**src/rtl/dq_pkg.sv**
```systemverilog
`timescale 1ns / 1ps

package dq_pkg;

  // Field widths of one request.
  localparam int WORD_W = 32;
  localparam int REQ_W  = 3;

  // Request codes as they arrive on the input stream.
  localparam logic [REQ_W-1:0] REQ_PUSH_FRONT = 3'd0;
  localparam logic [REQ_W-1:0] REQ_PUSH_BACK  = 3'd1;
  localparam logic [REQ_W-1:0] REQ_POP_FRONT  = 3'd2;
  localparam logic [REQ_W-1:0] REQ_POP_BACK   = 3'd3;
  localparam logic [REQ_W-1:0] REQ_QUERY      = 3'd4;

  // Decoded operation handed from the front end to the back end.
  typedef enum logic [2:0] {
    OP_PUSH_FRONT,
    OP_PUSH_BACK,
    OP_POP_FRONT,
    OP_POP_BACK,
    OP_QUERY
  } op_t;

  // One decoded command in the command queue.
  typedef struct packed {
    op_t               op;
    logic [WORD_W-1:0] value;
  } cmd_t;

  // Back-end sequencer states.
  typedef enum logic [1:0] {
    ST_EXEC,
    ST_READ,
    ST_OUT
  } state_t;

endpackage

```
**src/rtl/dq_front.sv**
```systemverilog
`timescale 1ns / 1ps

module dq_front
  import dq_pkg::*;
(
  input  logic              clk,
  input  logic              rst,
  input  logic              s_tvalid,
  output logic              s_tready,
  input  logic [WORD_W-1:0] s_tdata,  // push_value
  input  logic [REQ_W-1:0]  s_tuser,  // req_type
  output logic              cmd_valid,
  output cmd_t              cmd,
  input  logic              cmd_ready
);

  cmd_t cmd_reg;
  logic cmd_held;
  op_t  op_dec;

  // Classify the request code; unused codes act as a query.
  always_comb begin
    unique case (s_tuser)
      REQ_PUSH_FRONT: op_dec = OP_PUSH_FRONT;
      REQ_PUSH_BACK:  op_dec = OP_PUSH_BACK;
      REQ_POP_FRONT:  op_dec = OP_POP_FRONT;
      REQ_POP_BACK:   op_dec = OP_POP_BACK;
      default:        op_dec = OP_QUERY;
    endcase
  end

  // The stage takes a new transaction when it is empty or being drained.
  assign s_tready  = !cmd_held || cmd_ready;
  assign cmd_valid = cmd_held;
  assign cmd       = cmd_reg;

  always_ff @(posedge clk) begin
    if (rst) begin
      cmd_held <= 1'b0;
    end else if (s_tready) begin
      cmd_held <= s_tvalid;
    end
  end

  always_ff @(posedge clk) begin
    if (s_tvalid && s_tready) begin
      cmd_reg.op    <= op_dec;
      cmd_reg.value <= s_tdata;
    end
  end

endmodule

```
**config.mk**
```make
export PLATFORM = sky130hd
export DESIGN_NAME = dq_front
export DESIGN_NICKNAME = d
export VERILOG_FILES = /design/src/rtl/dq_pkg.sv /design/src/rtl/dq_front.sv
export SDC_FILE = /design/constraint.sdc
export NUM_CORES = 1
export LEC_CHECK = 0
export ABC_AREA = 1
export BUFFER_PORTS_ARGS = -buffer_cell sky130_fd_sc_hd__buf_2
export CAP_MARGIN = 0
export CORE_UTILIZATION = 43
export CTS_CLUSTER_DIAMETER = 150
export DETAILED_ROUTE_END_ITERATION = 12
export PLACE_DENSITY = 0.8
export SLEW_MARGIN = 30
export SYNTH_ARGS = -nofsm -noshare
export SYNTH_HDL_FRONTEND = slang
export SYNTH_SLANG_ARGS = --single-unit
```
**constraint.sdc**
```tcl
create_clock -name clk -period 4 [get_ports clk]
set_input_delay 0.4 -clock clk [delete_from_list [all_inputs] [get_ports clk]]
set_output_delay 0.4 -clock clk [all_outputs]
set_load 0.1 [all_outputs]
```
==> Yosys cells after proc, flatten, opt, wreduce, memory -nomap -nowiden <==
Cells that the tools add are included.
W data, S select, Z words.
{ "op_classes": {"n_eq_ne": 3, "mux": 1, "reduce_logical": 4} }
{ "op_table": {"columns": ["cell", "n"], "rows": [
  ["$pmux W3 S4", 1],
  ["$eq A3 B2 Y1 const B", 2],
  ["$eq A3 B1 Y1 const B", 1],
  ["$logic_not A3 Y1", 1],
  ["$logic_and A1 B1 Y1", 1],
  ["$logic_not A1 Y1", 1],
  ["$logic_or A1 B1 Y1", 1]
]} }
{ "totals": {"reg_bits": 36, "input_bits": 39, "out_inout_bits": 37, "wordCells": 11} }

==> Depth between registers and ports, before layout <==
{ "depth": {"ltp_word": 3, "ltp_mapped": 3, "depth_no_buf": 3} }

==> Least setup slack after synthesis <==
OpenSTA, ideal clock, no wires.
{ "synth_timing": {"kind": "flip-flop to flip-flop", "start": "register cmd_held, in the netlist cmd_valid", "end": "register cmd_reg, in the netlist cmd[0], enable pin", "setup_ns": 0.439, "arrival_time_ns": 2.563, "required_time_ns": 3.561, "setup_slack_ns": 0.999, "stages_incl_launch_ff": 2, "path_buffers": 0, "synth_period_minus_slack_ns": 3.001, "path_cell_list": "dfxtp_1 -> a21oi_1"} }
{ "synth_via": {"elab_chain_cells": 3} }
{ "synth_lines": {"columns": ["item", "line", "source"], "rows": [
  ["from (decl)", "dq_front.sv:18", "logic cmd_held;"],
  ["from (signal assigned)", "dq_front.sv:41", "cmd_held <= s_tvalid;"],
  ["$logic_not A1 Y1", "dq_front.sv:33", "assign s_tready = !cmd_held || cmd_ready;"],
  ["$logic_or A1 B1 Y1", "dq_front.sv:33", null],
  ["$logic_and A1 B1 Y1", "dq_front.sv:46", "if (s_tvalid && s_tready) begin"],
  ["to (decl)", "dq_front.sv:17", "cmd_t cmd_reg;"]
]} }
No other way between the ends.
A chain may end at the register's enable or synchronous reset.

==> Worst setup path after layout <==
{ "layout_timing": {"start": "register cmd_held, in the netlist cmd_valid", "end": "output cmd_valid"} }
{ "layout_lines": {"columns": ["item", "line", "source"], "rows": [
  ["to (decl)", "dq_front.sv:12", "output logic cmd_valid,"]
]} }
No word-level cell between the ends.

==> reports/metrics.cfg <==
[synthesis]
synthesis_warnings=0
most_common_cell_in_the_synthesized_netlist=sky130_fd_sc_hd__edfxtp_1
synthDominantCellAreaShare=0.941
synthesis.area_um2=1120
share_of_synthesized_flip_flops_with_an_asynchronous_set_or_reset=0
synthCells=46
dominantRegCellSynth=sky130_fd_sc_hd__edfxtp_1
synth_enable_flop_cells=35
post-synth-top-area-cell=sky130_fd_sc_hd__edfxtp_1
ys_ff_latch=36
synth_top_cells_by_count=sky130_fd_sc_hd__edfxtp_1, sky130_fd_sc_hd__inv_1, sky130_fd_sc_hd__nor2_1
seq_area_frac_synth=0.959
syn-num-nets=85
ys_types=9
synth.top_cells.by_area=sky130_fd_sc_hd__edfxtp_1, sky130_fd_sc_hd__dfxtp_1, sky130_fd_sc_hd__inv_1, sky130_fd_sc_hd__a21oi_2, sky130_fd_sc_hd__nor2_1
synth_area_per_cell_um2=24.3

[clock_tree]
cts_buffers=5
clk_pin_slew_ps=100
cts.sinks=36
post_cts_buffers=0
post_cts_hold_buffer_count=0
clk_root_buffer_cell=sky130_fd_sc_hd__clkbuf_4
clkLatencyLatePin_ps=330
cts_tree=done
cts_repair_resize_count=0
clk_buf_depth=2
cts_htree_levels=2

[setup_path]
setup.worst_path.start=cmd_valid$_SDFFE_PP0P_
worstReg2RegStart=cmd_valid$_SDFFE_PP0P_
cp.arrival_ps=1230
slowest_stage=sky130_fd_sc_hd__buf_2
critical_path_required_ps=3600
crit_path_end_kind=primary output
path_delay_family=buffers and inverters
critical-path-max-stage-delay_ps=470
cell_breakdown_of_the_critical_path=buf_2
worstPathMaxFanout=3
critical_path.startpoint_type=flip-flop
critical_path_class=flip-flop to primary output
worstPathBufferInverterCount=1

[grt]
total_grt_usage=0.137
grt_max_degree=36
number_of_antenna_violations_at_the_first_check_in_global_routing=0
total_gr_overflow=0
grt_pass1_vias=600
grt_pass1_wl_um=2430

[final_layout]
max_reg_flops=35
fillers=182
final_net_count=167
drive_above_1_share=0.674
layout.cells.non_filler=159
count_of_antenna_diodes_in_the_layout=0
areaGrowthSynthToFinish_pct=44.7

[floorplanning]
floorplan.initialDensity=0.455
io_pins=76
placement_rows=18
design.core.area_um2=2450
die_h_um=53.0
die-width_um=53.0
die_area_um2=2810

[timing]
relSlewSlack=0.676
rsz0062_at_grt=no
period_needed_ps=1630
finalMaxSlewViolations=0
max_clock_freq_ghz=0.613
report.final.hold_viol_count=0
fin_skew_ps=9.64
timing.final.crit_share=0.408
timing_worst_slew_pin_value_ps=485
fin_setup_tns_ps=0
setup_violations=0

[flow_run]
max_cap_viol_count=0

[outcome]
outcome=completed

[route]
via_per_inst=4.41
finalWirelength_um=1840
post_drt_wl_per_cell_um=11.6
dr_total_vias=701
final_antenna_net_count=0
drt-pass1-iter-count=4
drtIter0Drc=13
total_drc_errors_in_the_routed_layout=0

[pwr]
leakage_uw=0.000718
p_per_area_nw_per_um2=514
ir_drop_mv=0.340

[min_path]
worstHoldPathType=primary input to flip-flop
hold_start=rst

[placed_design]
placed_cells=150
routabilityCongestion=0.674
buffer_ports.inserted=75

[cell type report]
type / instances / area [µm²] / share of cell area
well taps: 30 / 37.5 / 0.0232
inverters: 4 / 15.0 / 0.00929
multi-input cells: 5 / 38.8 / 0.0240
repair buffers: 76 / 403 / 0.249
clock inverters: 3 / 13.8 / 0.00851
clock buffers: 5 / 37.5 / 0.0232
flip-flops and latches: 36 / 1070 / 0.663
[worst paths after layout]
path / end / slack, ps / cells after the start
max: cmd_valid / 2370 / 1
min: cmd_valid$_SDFFE_PP0P_ / 210 / 2
max reg2reg: cmd[31]$_DFFE_PP_ / 2650 / 2
min reg2reg: cmd_valid$_SDFFE_PP0P_ / 540 / 2
[logic make-up after synthesis]
family,synth area share
flops,0.959
buf+inv,0.0168
simple gates,0.0123
compound gates,0.0123
[report_power, final]
| part | internal [µW] | switching (µW) |
|---|---|---|
| logic | 31.9 | 181 |
| registers | 439 | 5.20 |
| clock network | 64.4 | 109 |
| total | 536 | 295 |
[cells in the final DEF, fill, tap and decap left out, drive strengths merged]
cell type,netlist,routed
inv,4,4
edfxtp,35,35
clkbuf,1,5
clkinv,0,3
nor2,2,2
dfxtp,1,1
a21oi,2,2
buf,0,76
nand2,1,1
[metrics by stage]
step           total power [µW]  hold slack [ps]   util  setup WS [ps]  area (µm²)
2_1_floorplan               624              462      -            999        1120
3_3_place_gp                660              504  0.626           2310        1540
3_5_place_dp                663              517  0.626           2260        1540
4_1_cts                     835              197  0.647           2360        1590
5_1_grt                     855              212  0.659           2310        1620
6_report                    831              209  0.659           2370        1620
[per-layer routing]
layer  global-route usage  vias up  routed length, µm
li1                     -      336                  -
met1                0.129      308                642
met2                0.209       49                897
met3               0.0718        8                239
met4                0.132        0                 61
met5                    0        -                  0
Power figures use the tool's default switching activity.
