`src/rtl/dq_pkg.sv`:
```
`timescale 1ns / 1ps

package dq_pkg;

  // Field widths of one request.
  localparam int WORD_W = 32;
  localparam int REQ_W  = 3;

  // Request codes as they arrive on the input stream.
  localparam logic [REQ_W-1:0] REQ_PUSH_FRONT = 3'd0;
  localparam logic [REQ_W-1:0] REQ_PUSH_BACK  = 3'd1;
  localparam logic [REQ_W-1:0] REQ_POP_FRONT  = 3'd2;
  localparam logic [REQ_W-1:0] REQ_POP_BACK   = 3'd3;
  localparam logic [REQ_W-1:0] REQ_QUERY      = 3'd4;

  // Decoded operation handed from the front end to the back end.
  typedef enum logic [2:0] {
    OP_PUSH_FRONT,
    OP_PUSH_BACK,
    OP_POP_FRONT,
    OP_POP_BACK,
    OP_QUERY
  } op_t;

  // One decoded command in the command queue.
  typedef struct packed {
    op_t               op;
    logic [WORD_W-1:0] value;
  } cmd_t;

  // Back-end sequencer states.
  typedef enum logic [1:0] {
    ST_EXEC,
    ST_READ,
    ST_OUT
  } state_t;

endpackage

```
`src/rtl/dq_cmd_fifo.sv`:
```
`timescale 1ns / 1ps

module dq_cmd_fifo
  import dq_pkg::*;
(
  input  logic clk,
  input  logic rst,
  input  logic push_valid,
  output logic push_ready,
  input  cmd_t push_cmd,
  output logic pop_valid,
  input  logic pop_ready,
  output cmd_t pop_cmd
);

  cmd_t       slots [2];
  logic       wr_ptr;
  logic       rd_ptr;
  logic [1:0] fill;
  logic       do_push;
  logic       do_pop;

  assign push_ready = (fill != 2'd2);
  assign pop_valid  = (fill != 2'd0);
  assign pop_cmd    = slots[rd_ptr];
  assign do_push    = push_valid && push_ready;
  assign do_pop     = pop_valid && pop_ready;

  // Pointer and fill bookkeeping.
  always_ff @(posedge clk) begin
    if (rst) begin
      wr_ptr <= 1'b0;
      rd_ptr <= 1'b0;
      fill   <= 2'd0;
    end else begin
      if (do_push) begin
        wr_ptr <= !wr_ptr;
      end
      if (do_pop) begin
        rd_ptr <= !rd_ptr;
      end
      if (do_push && !do_pop) begin
        fill <= fill + 2'd1;
      end else if (do_pop && !do_push) begin
        fill <= fill - 2'd1;
      end
    end
  end

  always_ff @(posedge clk) begin
    if (do_push) begin
      slots[wr_ptr] <= push_cmd;
    end
  end

endmodule

```
`config.mk`:
```
export PLATFORM = sky130hd
export DESIGN_NAME = dq_cmd_fifo
export DESIGN_NICKNAME = d
export VERILOG_FILES = /design/src/rtl/dq_pkg.sv /design/src/rtl/dq_cmd_fifo.sv
export SDC_FILE = /design/constraint.sdc
export NUM_CORES = 1
export LEC_CHECK = 0
export BUFFER_PORTS_ARGS = -buffer_cell sky130_fd_sc_hd__clkbuf_2
export CORE_ASPECT_RATIO = 0.9
export CORE_MARGIN = 2
export CORE_UTILIZATION = 51
export DETAILED_ROUTE_END_ITERATION = 12
export GPL_TIMING_DRIVEN = 0
export PLACE_DENSITY = 0.81
export REMOVE_ABC_BUFFERS = 1
export SYNTH_ARGS = -nofsm -noshare
export SYNTH_HDL_FRONTEND = slang
export SYNTH_SLANG_ARGS = --single-unit
```
`constraint.sdc`:
```
create_clock -name clk -period 2.2 [get_ports clk]
set_input_delay 0.44 -clock clk [delete_from_list [all_inputs] [get_ports clk]]
set_output_delay 0.44 -clock clk [all_outputs]
set_load 0.005 [all_outputs]
```
# [Word level (Yosys, flattened, before mapping)]
# Memories as Yosys holds them, arrays and structs flattened. A register that Yosys moved wholly into a read port is not among the register bits.
# Index checks and enable logic that the tools add are counted.
[word_totals] regBits=4 mem_bits_rw=70 inputBits=39 output_inout_bits=37 wordCells=23 n_memories=1
[memory_table] memory="slots" words=2 word_bits=35 read_ports=1 rd_clocked_by_memory_dff=1 wr=1 line="dq_cmd_fifo.sv:16" rtl="cmd_t slots [2];"
[classes] add_sub_neg=2 n_eq_ne=1 n_mux=6 reduce_logical=10
[op_table] op="$logic_and 1x1->1" count=4
[op_table] op="$logic_not 1->1" count=4
[op_table] op="$mux 1" count=4
[op_table] op="$mux 2" count=2
[op_table] op="$reduce_bool 2->1" count=2
[op_table] op="$add 2x1->2 const B" count=1
[op_table] op="$ne 2x2->1 const B" count=1
[op_table] op="$sub 2x1->2 const B" count=1

# [Depth between registers and ports, before layout]
[depth] depth_word=6 mapped_depth=6 ltp_nobuf=6

# [Worst setup path before layout]
# No wires, ideal clock.
[synth_path] path_type="register to register" startpoint="register fill[0]" endpoint="memory slots[1][0] (netlist name) (enable)" setup_ps=396 t_arrival_ps=1494 path_slack_ps=310 path_stages_with_launch=3 period_less_slack_ps=1890 cell_sequence="dfxtp_1 nand2b_1 and3_1"
[synth_via] elab_chain_len=4
[synth_rtl] element="start, declared" line="dq_cmd_fifo.sv:19" rtl="logic [1:0] fill;"
[synth_rtl] element="start signal, assigned" line="dq_cmd_fifo.sv:43" rtl="fill <= fill + 2'd1;"
[synth_rtl] element="start signal, assigned" line="dq_cmd_fifo.sv:45" rtl="fill <= fill - 2'd1;"
[synth_rtl] element="$ne 2x2->1" line="dq_cmd_fifo.sv:23" rtl="assign push_ready = (fill != 2'd2);"
[synth_rtl] element="named net push_ready" line="dq_cmd_fifo.sv:9" rtl="output logic push_ready,"
[synth_rtl] element="$logic_and 1x1->1" line="dq_cmd_fifo.sv:26" rtl="assign do_push = push_valid && push_ready;"
[synth_rtl] element="$mux 1" line="dq_cmd_fifo.sv:51" rtl="if (do_push) begin"
[synth_rtl] element="$mux 1 (implied by the code)" line="dq_cmd_fifo.sv:52" rtl="slots[wr_ptr] <= push_cmd;"
[synth_rtl] element="end, declared" line="dq_cmd_fifo.sv:16"
# The timed path passes the listed nets, and every way through them passes these cells.

==> impl_metrics.json <==
{
  "min-delay-start": "push_cmd[25]",
  "synth_area_leaders": "edfxtp_1, mux2_2, dfxtp_1, xor2_1, buf_2",
  "yosysWarnings": 0,
  "die_h_um": 73.52,
  "cts_sinks": 75,
  "coreArea_um2": 5224,
  "clock_latency_ns": 0.34,
  "hold_violations": 0,
  "syn_area_um2": 2739,
  "layout_common_cells": "clkbuf_2, edfxtp_1, mux2_2, clkbuf_8, dfxtp_1",
  "fin_area_um2": 3371,
  "num_vias": 1427,
  "wire_per_inst_um": 14.60,
  "critPathLaunchType": "flop",
  "synth_cell_types": 17,
  "p_leak_uw": 0.001284,
  "drv_cap": 0,
  "syn_avg_cell_area_um2": 20.59,
  "finalSetupViolCount": 0,
  "grtUsageTotal_pct": 15.20,
  "cp.required_ns": 1.76,
  "antenna_cells": 0,
  "drtAntennaViolNets": 0,
  "finClkSkew_ns": 0.01020,
  "worst-path-max-fanout": 35,
  "fp.dieW_um": 81.25,
  "syn-instance-count": 133,
  "fin_nets": 255,
  "overflow": 0,
  "timing.slew.headroom_pct": 45.75,
  "cts_resized": 2,
  "tns_ns": 0,
  "drt_wl_total_um": 4191,
  "crit_path_end_kind": "output pin",
  "ir_drop_mv": 0.8870,
  "layout_commonest_cell": "clkbuf_2",
  "slew_violations": 0,
  "finalCriticalPeriod_ns": 1.932,
  "worstPathCellList": "mux2_2 > clkbuf_2",
  "dieArea_um2": 5973,
  "cts_tree": "built",
  "gp_congestion": 0.6699,
  "r2r-start": "fill[0]",
  "max_freq_ghz": 0.5176,
  "first_iter_violations": 69,
  "ys_ff_latch": 75,
  "cts-buffers-inserted": 9,
  "antenna_found_initial": 0,
  "rsz0062_at_grt": "false",
  "status": "complete, no violations",
  "first_global_vias": 1441,
  "first_pass_iters": 4,
  "port_buffers": 75,
  "area_growth_pct": 23.07,
  "worstSetupPathType": "flop to output pin",
  "place_area_um2": 3181,
  "drc": 0,
  "ctsHoldBuffers": 0,
  "grt_pass1_wl_um": 6327,
  "seq_area_frac_synth_pct": 80.40,
  "cpPeakStageDelay_ns": 0.64,
  "hpwl_um": 2702,
  "cp_slowest_cell": "dfxtp_4",
  "synth_top_cell_by_area": "edfxtp_1",
  "worst_pin_slew_ns": 0.8138,
  "synth_top_cell_area_share_pct": 76.75,
  "cellPowerDensity_nw_per_um2": 1087,
  "placementRows": 25,
  "post_cts_buffers": 0,
  "cts_buffer_depth": 2,
  "htreeDepth": 3,
  "fin_crit_sh_pct": 87.82,
  "viasPerCell": 4.972,
  "start_util_pct": 52.43,
  "ioPinCount": 76,
  "path_clk_slew_ns": 0.08,
  "r2r_slack_ns": 0.28,
  "grt_max_degree": 36,
  "min_path_type": "primary input to flop",
  "drive_gt1_share_pct": 58.18,
  "clock-root-buffer": "clkbuf_8",
  "arrival_ns": 1.49
}
==> layer usage <==
layer,track usage (%),share of wire (%),vias to the layer above,wire length (µm)
met5,0,0,-,0
met4,10.17,2.6,0,108
met3,4.545,6.9,11,291
met2,25.90,50,56,2115
met1,16.37,40,677,1675
li1,-,-,683,-
==> flip-flops by register name, summed over array words and instances, names as in the netlist, named ones only <==
| signal | count |
|---|---|
| slots | 70 |
| fill | 2 |
| rd_ptr | 1 |
| wr_ptr | 1 |
==> worst paths after layout <==
check,end,cells past startpoint
worst min-delay path,slots[1][25],1
worst min register to register,flop,2
worst max-delay path,pop_cmd[33],2
worst max register to register,slots[0][16],3
==> Yosys cell counts, drive strengths merged <==
cell / number
mux2: 35
xor2: 3
a21oi: 2
a21bo: 1
buf: 4
nand3b: 1
inv: 1
nor2: 3
nand2b: 1
dfxtp: 5
or3: 1
o21ai: 2
edfxtp: 70
and3: 1
or2: 1
and2: 1
ha: 1
==> cell families after synthesis <==
logic type	count (synthesis)	synth area share (%)
flops	75	80.40
mux	35	14.39
simple gates	9	1.828
compound gates	5	1.096
buf+inv	5	0.8679
xor+xnor	3	0.9595
fa+ha+maj	1	0.4568
==> stage by stage <==
stage / util (%) / power, µW / cells / hold WS (ns) / setup WS [ns]
6_report: 64.53 / 3663 / 287 / 0.2858 / 0.2680
5_1_grt: 64.53 / 3863 / 287 / 0.2787 / 0.1301
4_1_cts: 64.53 / 3715 / 287 / 0.2713 / 0.2203
3_5_place_dp: 60.89 / 2734 / 271 / 0.4950 / -0.006757
3_3_place_gp: 60.84 / 2715 / 271 / 0.4872 / -0.1799
2_1_floorplan: - / 2379 / 129 / 0.4705 / 0.3102
==> final cells by class <==
type / instances / area [µm²]
Sequential cell: 75 / 2206
Clock inverter: 6 / 56.30
Inverter: 1 / 7.507
Clock buffer: 10 / 127.6
Tap cell: 67 / 83.83
Fill cell: 393 / 1853
Timing Repair Buffer: 75 / 375.4
Multi-Input combinational cell: 53 / 514.2
==> report_power, final <==
group / internal (µW) / switching (µW) / leakage, µW
Combinational: 431 / 327 / 0.000493
Sequential: 1790 / 136 / 0.000696
Clock: 514 / 461 / 0.0000951
==> worst max-delay path: cells and delay by family, from the launching register on <==
family                 cells  cell delay (ns)
buffers and inverters      1             0.12
DFF                        1             0.64
muxes                      1             0.40
Note: power is estimated with default switching activity, not from simulation.
